**config.mk**
```make
export PLATFORM = sky130hd
export DESIGN_NAME = bna_ram
export DESIGN_NICKNAME = d
export VERILOG_FILES = /design/src/rtl/bna_ram.sv
export SDC_FILE = /design/constraint.sdc
export NUM_CORES = 2
export LEC_CHECK = 0
export ABC_AREA = 1
export BUFFER_PORTS_ARGS = -buffer_cell sky130_fd_sc_hd__buf_2
export CAP_MARGIN = 20
export CORE_MARGIN = 2
export CORE_UTILIZATION = 60
export DETAILED_ROUTE_END_ITERATION = 10
export PLACE_DENSITY = 0.76
export SETUP_SLACK_MARGIN = 0.15
export SLEW_MARGIN = 20
export SYNTH_ARGS = -nofsm -noshare
export SYNTH_HDL_FRONTEND = slang
export SYNTH_SLANG_ARGS = --single-unit
export TNS_END_PERCENT = 1
```
**constraint.sdc**
```tcl
create_clock -name clk -period 10.8 [get_ports clk]
set_input_delay 1.08 -clock clk [delete_from_list [all_inputs] [get_ports clk]]
set_output_delay 1.08 -clock clk [all_outputs]
set_load 0.01 [all_outputs]
```
**src/rtl/bna_ram.sv**
```systemverilog
// Generic single-port RAM with registered read.
// No dependencies.
`default_nettype none
module bna_ram #(
    parameter int Width = 32,
    parameter int Depth = 64
) (
    input  wire logic                     clk,
    input  wire logic                     we,
    input  wire logic [$clog2(Depth)-1:0] addr,
    input  wire logic [Width-1:0]         wdata,
    output logic [Width-1:0]              rdata
);
    logic [Width-1:0] mem [Depth];

    always_ff @(posedge clk)
    begin
        if (we)
            mem[addr] <= wdata;
        rdata <= mem[addr];
    end
endmodule
`default_nettype wire

```
==> summary.txt <==
Critical path
  – Startpoint types: input port
  – Crit path kind: input port to flip-flop
  – CP Capture Type: flip-flop
  – Req. time, crit path: about 12,000 ps
  – CP max FO: 173
  – Critical path arrival: 5410 ps

Routing
  – Routed WL per cell: around 24 um
  – Routed vias: 60,500
  – Drt drc: 0
  – Total wire length: roughly 250 mm
  – DR iter-0 viols: between 8,000 and 9,000
  – TritonRoute pass-1 iters: 6
  – Post-DRT Antenna Nets: 0
  – Vias per cell: ~5.8

Power
  – Peak VDD IR: ~0.16 mV
  – Total power: between 0.015 and 0.02 W
  – Leakage: approximately 40 nW
  – Cell Pwr Density: roughly 180 mW/mm^2

GRT
  – Largest net degree at the start of global routing: around 180
  – Vias in the first global route: approximately 57,000
  – Initial antenna violation count: 21
  – Gr usage total: 0.337
  – Total gr overflow: 0
  – First-pass GRT wire length: 363 mm

Logic synthesis
  – Syn Inst Count: about 8,400
  – Netlist Area Pre-Place: ~0.087 mm^2
  – Syn_nets: 8,480
  – Synth Register Bits: 2,080
  – Synth Warn #: 0
  – Avg Cell Area, Syn: 10.2 um^2
  – Sequential element share of the synthesized area: 0.718
  – Netlist cell types: 21

STA
  – Max-slew violations: 0
  – Fin. Hold Viols: 0
  – Worst hold slack: 640 ps
  – Setup TNS: 0 ps
  – Final setup vio count: 0
  – Worst slew margin: 0.220
  – Final setup skew: 28.4 ps
  – Final Cycle Share: 0.427
  – Slew @ Worst Pin: ~1200 ps
  – Final min period: roughly 4600 ps
  – RSZ-0062 raised after global routing: no
  – Max Clock Freq: 0.217 GHz

CTS
  – Hold-fix buffers, CTS: 0
  – Sink Count: around 2,100
  – Post-CTS Setup Repair Bufs: 0
  – Clk_lat worst skew: 850 ps
  – Clock transition at the registers of the reported paths: 60 ps
  – Max clock buf depth: 3
  – Htree depth: 4
  – Num CTS Buffers: about 200
  – CTS tree: done
  – Cts repair resizes: 0
  – Root buf cell: clkbuf_16

Die
  – Die area: approximately 0.15 mm^2
  – Width of the chip: 384 um
  – Die Ht: approximately 380 um
  – # IOs: 72
  – Starting density of the core: 0.604
  – Total core area: between 0.1 and 0.15 mm^2
  – Site row count: approximately 140

Placed design
  – Detailed Place HPWL: around 130 mm
  – I/O Buffers: about 70
  – GP Congestion: 0.889
  – Placement Cell Area: approximately 0.089 mm^2

Flow run
  – Max Cap Violations: 0

Finish
  – Final non-filler cell area: 0.0960 mm^2
  – Share of layout cells above drive strength 1: 0.0673
  – Layout net count: 8,463
  – Area Overhead vs Synth: 11.0%

Worst hold path
  – Worst hold path type: input port to flip-flop

Status
  – Status: finished, final reports clean
cell usage in the layout (no fill, tap or decap), types with 3 or more instances in the layout:
master / count
nand2_1: 5728
edfxtp_1: 2048
clkbuf_16: 204
buf_4: 110
nor2_1: 75
nor2_4: 62
buf_2: 58
clkinv_1: 49
clkbuf_1: 44
clkinv_2: 33
dfxtp_1: 32
bufinv_16: 22
buf_12: 17
inv_1: 16
nand3_1: 13
buf_16: 13
inv_2: 11
clkbuf_8: 9
diode_2: 7
nor3_4: 7
or2_2: 5
o211ai_1: 5
o21ai_0: 5
inv_6: 5
clkinvlp_4: 5
clkinv_8: 4
inv_8: 3
inv_16: 3
buf_8: 3
routing by layer:
layer  up-vias  wire (um)  track usage  share of wire
li1      27300          -            -              -
met1     28400      86800        0.442           0.35
met2      4027     111000        0.513           0.45
met3       746      30900       0.0729           0.13
met4        18      18200        0.222          0.074
met5         -        105            0        0.00042
synthesized netlist by cell type:
cell,n,area (um^2)
o21ai_1,2,10.0
or2_1,1,6.26
nor3_1,1,5.00
nand4_1,2,12.5
dfxtp_1,32,641
o211ai_1,5,37.5
nor3_2,7,70.1
nor4_1,2,12.5
inv_2,14,52.6
buf_1,27,101
nand3_1,13,65.1
buf_6,4,45.0
nor2_1,137,514
clkbuf_1,136,510
inv_1,16,60.1
buf_4,11,82.6
buf_2,244,1220
edfxtp_1,2048,61500
o21ai_0,5,25.0
or2_2,5,31.3
nand2_1,5728,21500
flip-flops by register name, indices dropped and copies added, names as in the netlist:
| signal | count |
|---|---|
| rdata | 32 |
| mem | 2048 |
worst paths after layout:
check                                              to                   from  depth (start not counted)  slack (ps)
worst max-delay path                 rdata[9]$_DFF_P_                addr[0]                         15        6190
worst min-delay path            mem[39][15]$_DFFE_PP_              wdata[15]                          1         640
worst max register to register      rdata[25]$_DFF_P_  mem[19][25]$_DFFE_PP_                         10        8640
worst min register to register      rdata[25]$_DFF_P_  mem[56][25]$_DFFE_PP_                         10         800
stage by stage:
| stage | instances | util | setup slack (ps) |
|---|---|---|---|
| finish | 10500 | 0.670 | 6190 |
| global route | 10500 | 0.670 | 5960 |
| CTS | 10500 | 0.669 | 6400 |
| detailed placement | 10100 | 0.622 | 5510 |
| global placement | 10100 | 0.620 | 5610 |
| floorplan | 8440 | - | 5440 |
worst max-delay path, stage by stage:
cell     delay [ps]
buf_8           280
buf_4           580
buf_12          710
buf_4           750
buf_4           870
nand2_1         140
nand2_1         130
nand2_1          50
nand2_1         100
nand2_1          50
nand2_1         100
nand2_1          70
nand2_1         120
nor2_1           50
nand2_1          70
cell families (layout without fill, tap and decap cells):
logic type      after synthesis  after routing  synth area share
buf+inv                     452            611            0.0240
flops                      2080           2080             0.718
compound gates               12             12          0.000839
other cells                   0              7                 0
simple gates               5896           5896             0.257
where the power goes:
part	leakage [nW]	switching [W]	internal, W
combinational	18.2	0.000856	0.000230
clock	3.24	0.00301	0.00406
sequential	18.7	0.0000433	0.00894
total	40.1	0.00391	0.0132
cell type report:
cell class / count / area, um^2
timing repair buffer: 202 / 1870
fill: 10300 / 47300
sequential: 2080 / 62100
clock inverter: 122 / 1250
antenna: 7 / 17.5
tap: 1903 / 2380
multi-input combinational: 5908 / 22800
clock buffer: 257 / 5390
inverter: 30 / 135
Note: power is estimated with default switching activity, not from simulation.
