`config.mk`:
```
export PLATFORM = sky130hd
export DESIGN_NAME = bna_divider
export DESIGN_NICKNAME = d
export VERILOG_FILES = /design/src/rtl/bna_pkg.sv /design/src/rtl/bna_divider.sv
export SDC_FILE = /design/constraint.sdc
export NUM_CORES = 1
export LEC_CHECK = 0
export BUFFER_PORTS_ARGS = -buffer_cell sky130_fd_sc_hd__buf_2
export CAP_MARGIN = 10
export CORE_MARGIN = 10
export CORE_UTILIZATION = 50
export DETAILED_ROUTE_END_ITERATION = 8
export GPL_TIMING_DRIVEN = 0
export PLACE_DENSITY = 0.81
export SETUP_SLACK_MARGIN = 0.3
export SLEW_MARGIN = 20
export SYNTH_ARGS = -nofsm -noshare
export SYNTH_HDL_FRONTEND = slang
export SYNTH_SLANG_ARGS = --single-unit
```
`constraint.sdc`:
```
create_clock -name clk -period 6.5 [get_ports clk]
set_input_delay 0.65 -clock clk [delete_from_list [all_inputs] [get_ports clk]]
set_output_delay 0.65 -clock clk [all_outputs]
set_load 0.05 [all_outputs]
```
`src/rtl/bna_pkg.sv`:
```
// Package for the batch norm affine unit: widths, codes, register indexes.
// No dependencies.
`default_nettype none
package bna_pkg;
    localparam int MaxFeatures = 64;
    localparam int IdxW        = $clog2(MaxFeatures);
    localparam int DataW       = 32;

    localparam logic [1:0] OP_FWD  = 2'd0;
    localparam logic [1:0] OP_BWD  = 2'd1;
    localparam logic [1:0] OP_UPD  = 2'd2;
    localparam logic [1:0] OP_NONE = 2'd3;

    localparam logic [1:0] ST_OK    = 2'd0;
    localparam logic [1:0] ST_VAR   = 2'd1;
    localparam logic [1:0] ST_INDEX = 2'd2;

    localparam logic [1:0] REG_ACTIVE = 2'd0;
    localparam logic [1:0] REG_MINVAR = 2'd1;
    localparam logic [1:0] REG_LRATE  = 2'd2;

    typedef struct packed {
        logic [1:0]              operation;
        logic [5:0]              feature_index;
        logic signed [31:0]      sample;
        logic signed [31:0]      mean_value;
        logic [30:0]             var_value;
        logic signed [31:0]      grad_out;
    } in_item_t;

    typedef struct packed {
        logic signed [31:0] result_value;
        logic signed [31:0] second_value;
        logic [1:0]         status;
    } out_item_t;

    typedef struct packed {
        logic [1:0]  index;
        logic [16:0] data;
    } cfg_item_t;

    function automatic logic signed [31:0] sat32(input logic signed [65:0] v);
        logic signed [65:0] hi;
        logic signed [65:0] lo;
        begin
            hi = 66'sd2147483647;
            lo = -66'sd2147483648;
            if (v > hi)
                sat32 = 32'sh7FFFFFFF;
            else if (v < lo)
                sat32 = 32'sh80000000;
            else
                sat32 = v[31:0];
        end
    endfunction
endpackage
`default_nettype wire

```
`src/rtl/bna_divider.sv`:
```
// Signed restoring divider: 66-bit dividend by 33-bit positive divisor,
// quotient truncated toward zero, one bit per cycle. Depends on bna_pkg.
`default_nettype none
module bna_divider (
    input  wire logic               clk,
    input  wire logic               rst_n,
    input  wire logic               start,
    input  wire logic signed [65:0] dividend,
    input  wire logic [32:0]        divisor,
    output logic                    done,
    output logic signed [65:0]      quotient
);
    import bna_pkg::*;

    logic [6:0]  cnt_reg, cnt_next;
    logic        busy_reg, busy_next;
    logic [64:0] quo_reg, quo_next;
    logic [33:0] rem_reg, rem_next;
    logic [32:0] div_reg, div_next;
    logic        neg_reg, neg_next;
    logic [33:0] trial;
    logic [33:0] shifted;

    always_comb
    begin
        cnt_next  = cnt_reg;
        busy_next = busy_reg;
        quo_next  = quo_reg;
        rem_next  = rem_reg;
        div_next  = div_reg;
        neg_next  = neg_reg;
        shifted   = {rem_reg[32:0], quo_reg[64]};
        trial     = shifted - {1'b0, div_reg};
        if (start)
        begin
            busy_next = 1'b1;
            cnt_next  = 7'd0;
            neg_next  = dividend[65];
            quo_next  = dividend[65] ? 65'(-dividend) : dividend[64:0];
            rem_next  = '0;
            div_next  = divisor;
        end
        else if (busy_reg)
        begin
            if (!trial[33])
            begin
                rem_next = trial;
                quo_next = {quo_reg[63:0], 1'b1};
            end
            else
            begin
                rem_next = shifted;
                quo_next = {quo_reg[63:0], 1'b0};
            end
            cnt_next = cnt_reg + 7'd1;
            if (cnt_reg == 7'd64)
                busy_next = 1'b0;
        end
    end

    always_ff @(posedge clk or negedge rst_n)
    begin
        if (!rst_n)
        begin
            busy_reg <= 1'b0;
            cnt_reg  <= '0;
        end
        else
        begin
            busy_reg <= busy_next;
            cnt_reg  <= cnt_next;
        end
    end

    always_ff @(posedge clk)
    begin
        quo_reg <= quo_next;
        rem_reg <= rem_next;
        div_reg <= div_next;
        neg_reg <= neg_next;
    end

    assign done     = busy_reg && (cnt_reg == 7'd64);
    assign quotient = neg_reg ? -$signed({1'b0, quo_next}) : $signed({1'b0, quo_next});
endmodule
`default_nettype wire

```
==> results of run 1 <==
-- cell usage in the layout, fill, tap and decap left out, drive strengths merged, types with 34 or more instances in the layout --
cell type  netlist  final
buf             29    192
nand2          102    102
a21oi           99     99
dfxtp           98     98
nor2            85     85
xnor2           85     85
o21ai           78     78
clkbuf          54     77
inv             56     61
a211oi          51     51
xor2            41     41
nor2b           40     40
o31ai           40     40
nor3            38     38
ha              36     36
edfxtp          34     34
-- cell families (layout without fill, tap and decap cells) --
kind of cell | after synthesis | after routing | share of synthesized area
AO/OA/AOI/OAI | 404 | 404 | 0.248
XOR/XNOR | 126 | 126 | 0.101
adder cells (fa/ha/maj) | 37 | 37 | 0.0431
buffers and inverters | 140 | 339 | 0.0497
flip-flops | 140 | 140 | 0.291
multiplexers | 39 | 39 | 0.0371
other | 0 | 1 | 0
AND/OR/NAND/NOR | 470 | 470 | 0.229
-- power groups by stage --
stage	Sequential (W)	Combinational, W	Clock (W)
after floorplan	0.00115	0.00143	0
after global placement	0.00119	0.00182	0
after detailed placement	0.00119	0.00184	0
after CTS	0.00117	0.00186	0.00108
after global routing	0.00120	0.00205	0.00112
final	0.00118	0.00189	0.00108
-- worst max-delay path, cell delays in order --
cell       delay (ps)
buf_2             120
or4_1             510
buf_2             200
or4_4             600
clkbuf_1          310
o31ai_1           350
xor2_1            170
a21oi_1           130
nand4bb_1         420
nor4_4            510
nand3b_2          290
buf_2             300
o31ai_1           300
xnor2_1           240
buf_2             340
-- layer usage --
| metal | up-vias | global-route usage |
|---|---|---|
| met5 | - | 0 |
| met4 | 0 | 0.113 |
| met3 | 127 | 0.0561 |
| met2 | 694 | 0.428 |
| met1 | 5501 | 0.332 |
| li1 | 5399 | - |
-- area by class of cell --
class	count	area (µm²)
fillers	2011	8860
diodes	1	2.50
multi-input cells	1076	7250
clock inverters	13	179
clock buffers	19	454
inverters	57	214
flip-flops and latches	140	3180
plain buffers	83	352
well taps	280	350
repair buffers	167	842
-- path summary, 6_finish.rpt --
path | depth (start not counted) | end | startpoint | slack, ps
worst max-delay path | 15 | quotient[37] | dividend[6] | 400
worst min-delay path | 1 | cnt_reg[3]$_DFFE_PN0P_ | rst_n | 40
worst max register to register | 11 | rem_reg[10]$_SDFFE_PP0P_ | busy_reg$_DFF_PN0_ | 1650
worst min register to register | 2 | rem_reg[14]$_SDFFE_PP0P_ | rem_reg[14]$_SDFFE_PP0P_ | 520
max in group asynchronous | 1 | cnt_reg[2]$_DFFE_PN0P_ | rst_n | 6290
min in group clk | 1 | div_reg[9]$_DFFE_PP_ | divisor[9] | 370
-- repair_timing --
action,CTS,global route
gates resized for setup,14,17
setup endpoints to repair,35,33
pin swaps,0,1
-- per-stage QoR --
step | instance area [µm²] | worst slack (ps)
global route | 12800 | 284
CTS | 12800 | 283
global placement | 12100 | -811
detailed placement | 12100 | -768
floorplan | 10900 | 1220
finish | 12800 | 399
-- synthesized netlist by cell type (11+ instances only) --
cell type / instances
nand2_1: 102
a21oi_1: 99
dfxtp_1: 98
nor2_1: 85
xnor2_1: 85
o21ai_0: 78
inv_1: 56
clkbuf_1: 54
a211oi_1: 51
xor2_1: 41
nor2b_1: 40
o31ai_1: 40
nor3_1: 38
ha_1: 36
edfxtp_1: 34
nand3_1: 33
nand2b_1: 29
mux2i_1: 27
nor4_1: 23
or3_1: 23
buf_1: 22
o211ai_1: 19
or2_2: 19
a21o_1: 17
nand4_1: 17
o41ai_1: 15
or4_1: 14
mux2_2: 12
a31oi_1: 11
==> metrics.csv, run 1 <==
metric,value,unit
coreArea,21700,µm²
synth_cell_types,71,
switchingPower,0.00178,W
ir_drop,0.211,mV
cap_violations,0,
post_cts_buffers,0,
outcome,completed,
die_x,168,µm
grt_setup_unrepaired,yes,
synth-edff-count,34,
switching_share,0.430,
criticalPathCategory,in2out,
io_buffers,167,
yosys-top-cells-area,"dfxtp_1, edfxtp_1, xnor2_1",
dp_cells,1803,
final_nets,1681,
timing.fmax,0.164,GHz
synth_top_area_share,0.180,
clockPowerShare,0.260,
grt_max_degree,42,
whs,38.9,ps
dr.pass1.iters,7,
overflow,0,
gp_congestion,0.986,
fin_skew,10.9,ps
wl_met1,15.9,mm
final_util,0.591,
htree_levels,4,
clkTransAtPathRegs,70,ps
leakagePower,5.23,nW
avgSynthCellArea,8.06,µm²
die_h,168,µm
hold_viol,0,
drc_errors,0,
ys_seq_area_frac,0.291,
row_count,54,
grt_first_pass_wirelength,60.7,mm
drive_gt1_frac,0.179,
post-route-min-period,6100,ps
largest_register_ffs,65,
track_usage,0.264,
boundaryPins,169,
synthesis.area,10900,µm²
numCtsBuffers,17,
async_reset_ff_frac,0.0571,
num_vias,11700,
start_util,0.504,
worst_pin_slew,998,ps
synth-main-ff-cell,dfxtp_1,
required,5850,ps
route.met2.wl,18.3,mm
power.total,0.00414,W
cp-end-kind,primary output,
synth_area_leader_cell,dfxtp_1,
vias_per_cell,6.38,
route.antenna.remaining_nets,0,
antenna_found_initial,1,
fin_tns_setup,0,ps
cts_tree,built,
top_layer,met4,
dieArea,28200,µm²
clock-sinks,140,
drt-total-wl,39.3,mm
grt_pass1_vias,11300,
dr_wl_met3,3.74,mm
setup_viol,0,
seqPwrFrac,0.284,
crit_arrival,5450,ps
powerDensity,323,nW/µm²
clock_path_buffers,2,
yosysWarnings,0,
hold_class,in2async,
cp_max_fo,10,
ys_ff_latch,140,
start_kind,primary input,
root_buffer,clkbuf_16,
drv_slew,0,
syn_to_final_growth,17.4,%
fin_cells,1836,
combPwrFrac,0.456,
max-slew-margin-rel,0.329,
p_int,0.00236,W
dp_hpwl,28.9,mm
min_period_over_period,0.939,
postSynthCellCount,1356,
synthesis.nets,1495,
clk_latency,440,ps
wl_per_cell,21.4,µm
cts_hold_buffers,0,
drtIter0Drc,1623,
No activity file was read; power rests on OpenSTA's default activity.
==> run 2, diff against run 1 <==
--- a/config.mk
+++ b/config.mk
@@ -9,6 +9,7 @@
 export CAP_MARGIN = 10
 export CORE_MARGIN = 10
 export CORE_UTILIZATION = 50
+export CTS_BUF_LIST = sky130_fd_sc_hd__clkbuf_8
 export DETAILED_ROUTE_END_ITERATION = 8
 export GPL_TIMING_DRIVEN = 0
 export PLACE_DENSITY = 0.81
==> metrics.csv, run 2 (same netlist as run 1, synthesis figures left out) <==
metric,value,unit,change
io_buffers,167,,unchanged
timing.fmax,0.165,GHz,+0.38%
switching_share,0.445,,+0.0156
hold_viol,0,,unchanged
wl_per_cell,21.0,µm,-1.9%
max-slew-margin-rel,0.329,,about the same
hold_class,in2reg,,
criticalPathCategory,in2out,,
row_count,54,,unchanged
dp_hpwl,28.9,mm,unchanged
fin_cells,1837,,+0.054%
overflow,0,,unchanged
fin_skew,14.6,ps,+3.76 ps
syn_to_final_growth,15.8,%,
start_kind,primary input,,
ir_drop,0.178,mV,-16%
required,5850,ps,about the same
leakagePower,5.15,nW,-1.5%
die_h,168,µm,unchanged
stdcell_area,12600,µm²,-1.4%
track_usage,0.261,,-0.00239
worst_pin_slew,1010,ps,+8.88 ps
die_x,168,µm,unchanged
clockPowerShare,0.212,,-0.048
final_nets,1682,,+0.059%
root_buffer,clkbuf_8,,
numCtsBuffers,17,,unchanged
clock_path_buffers,2,,unchanged
route.antenna.remaining_nets,0,,unchanged
p_int,0.00215,W,-9.0%
whs,335,ps,+296 ps
grt_setup_unrepaired,no,,
clock-sinks,140,,unchanged
post-route-min-period,6080,ps,-23.1 ps
dieArea,28200,µm²,unchanged
crit_slowest_cell,or4_4,,
cp-end-kind,primary output,,
htree_levels,4,,unchanged
crit_path_cell_trace,buf_2 > or4_1 > buf_2 > or4_4 > clkbuf_1 > o31ai_1 > xor2_1 > a21oi_1 > nand4bb_1 > nor4_4 > nand3b_2 > buf_2 > o31ai_1 > xnor2_1 > buf_2,,
clkTransAtPathRegs,90,ps,+20 ps
clk_latency,480,ps,+40 ps
outcome,completed,,
dr.pass1.iters,7,,unchanged
final_cell_mix,"buf_2, nand2_1, a21oi_1",,
path_common_cell,buf_2,,
drv_slew,0,,unchanged
rr_worst_depth,11,,unchanged
coreArea,21700,µm²,unchanged
grt_pass1_vias,11300,,-0.19%
switchingPower,0.00173,W,-3.0%
vias_per_cell,6.34,,-0.62%
antenna_found_initial,1,,unchanged
hold_path_depth,1,,
largest_register_ffs,65,,unchanged
powerDensity,307,nW/µm²,-5.1%
boundaryPins,169,,unchanged
final_common_cell,buf_2,,
drc_errors,0,,unchanged
dpl-instance-area,12100,µm²,unchanged
gp_congestion,0.986,,unchanged
drive_gt1_frac,0.179,,about the same
setup_viol,0,,unchanged
combPwrFrac,0.485,,+0.029
grt_max_degree,42,,unchanged
final_util,0.583,,-0.00819
num_vias,11700,,-0.56%
min_period_over_period,0.935,,-0.00356
cp_max_fo,10,,unchanged
dp_cells,1803,,unchanged
drtIter0Drc,1411,,-13%
start_util,0.504,,unchanged
cap_violations,0,,unchanged
drt-total-wl,38.6,mm,-1.9%
cts_tree,built,,
power.total,0.00388,W,-6.4%
slowest_delay,600,ps,about the same
fill_cells,2039,,+1.4%
grt_first_pass_wirelength,60.0,mm,-1.1%
crit_arrival,5430,ps,-20 ps
seqPwrFrac,0.303,,+0.019
## run 2: per-layer routing
| layer | GRT usage | wire [µm] | vias up |
|---|---|---|---|
| met2 | 0.417 | 17600 | 671 |
| li1 | - | - | 5389 |
| met1 | 0.326 | 15800 | 5472 |
| met5 | 0 | 0 | - |
| met4 | 0.122 | 1560 | 0 |
| met3 | 0.0631 | 3570 | 123 |
## run 2: power groups by stage
stage	logic (W)	registers, W	clock network [W]
2_1_floorplan	0.00143	0.00115	0
3_3_place_gp	0.00182	0.00119	0
3_5_place_dp	0.00184	0.00119	0
4_1_cts	0.00185	0.00117	0.000829
5_1_grt	0.00205	0.00119	0.000866
6_report	0.00188	0.00118	0.000822
## run 2: worst max-delay path, delay by kind of cell
kind                      cells  cell delay (ps)
AOI/OAI and AO/OA             3              790
xor gates and xnor gates      2              410
buffers and inverters         5             1280
and+or+nand+nor               5             2290
## run 2: area by class of cell
cell class	count	area (µm²)	area share
Antenna cell	1	2.50	0.000198
Buffer	83	354	0.0280
Clock buffer	17	234	0.0185
Clock inverter	15	213	0.0168
Inverter	57	214	0.0169
Multi-Input combinational cell	1076	7250	0.573
Sequential cell	140	3180	0.252
Tap cell	280	350	0.0277
Timing Repair Buffer	168	848	0.0671
## run 2: stage by stage
step | setup WS (ps) | TNS (ps)
floorplan | 1220 | 0
global placement | -811 | -19340
detailed placement | -768 | -17730
CTS | 282 | 0
global route | 303 | 0
finish | 422 | 0
## run 2: what timing repair did
action	4_1_cts	5_1_grt
pin swaps	0	2
hold buffers	1	0
resized for setup	14	18
endpoints found under the setup margin	35	33
hold endpoints to repair	8	0
buffers inserted	0	0
## run 2: worst paths after layout
path / from / end / slack, ps
setup / recovery: dividend[4] / quotient[37] / 420
hold / removal: divisor[9] / div_reg[9]$_DFFE_PP_ / 330
setup reg to reg: busy_reg$_DFF_PN0_ / rem_reg[10]$_SDFFE_PP0P_ / 1590
hold reg to reg: rem_reg[31]$_SDFFE_PP0P_ / rem_reg[31]$_SDFFE_PP0P_ / 520
max in group asynchronous: rst_n / cnt_reg[2]$_DFFE_PN0P_ / 5760
min in group asynchronous: rst_n / cnt_reg[3]$_DFFE_PN0P_ / 560
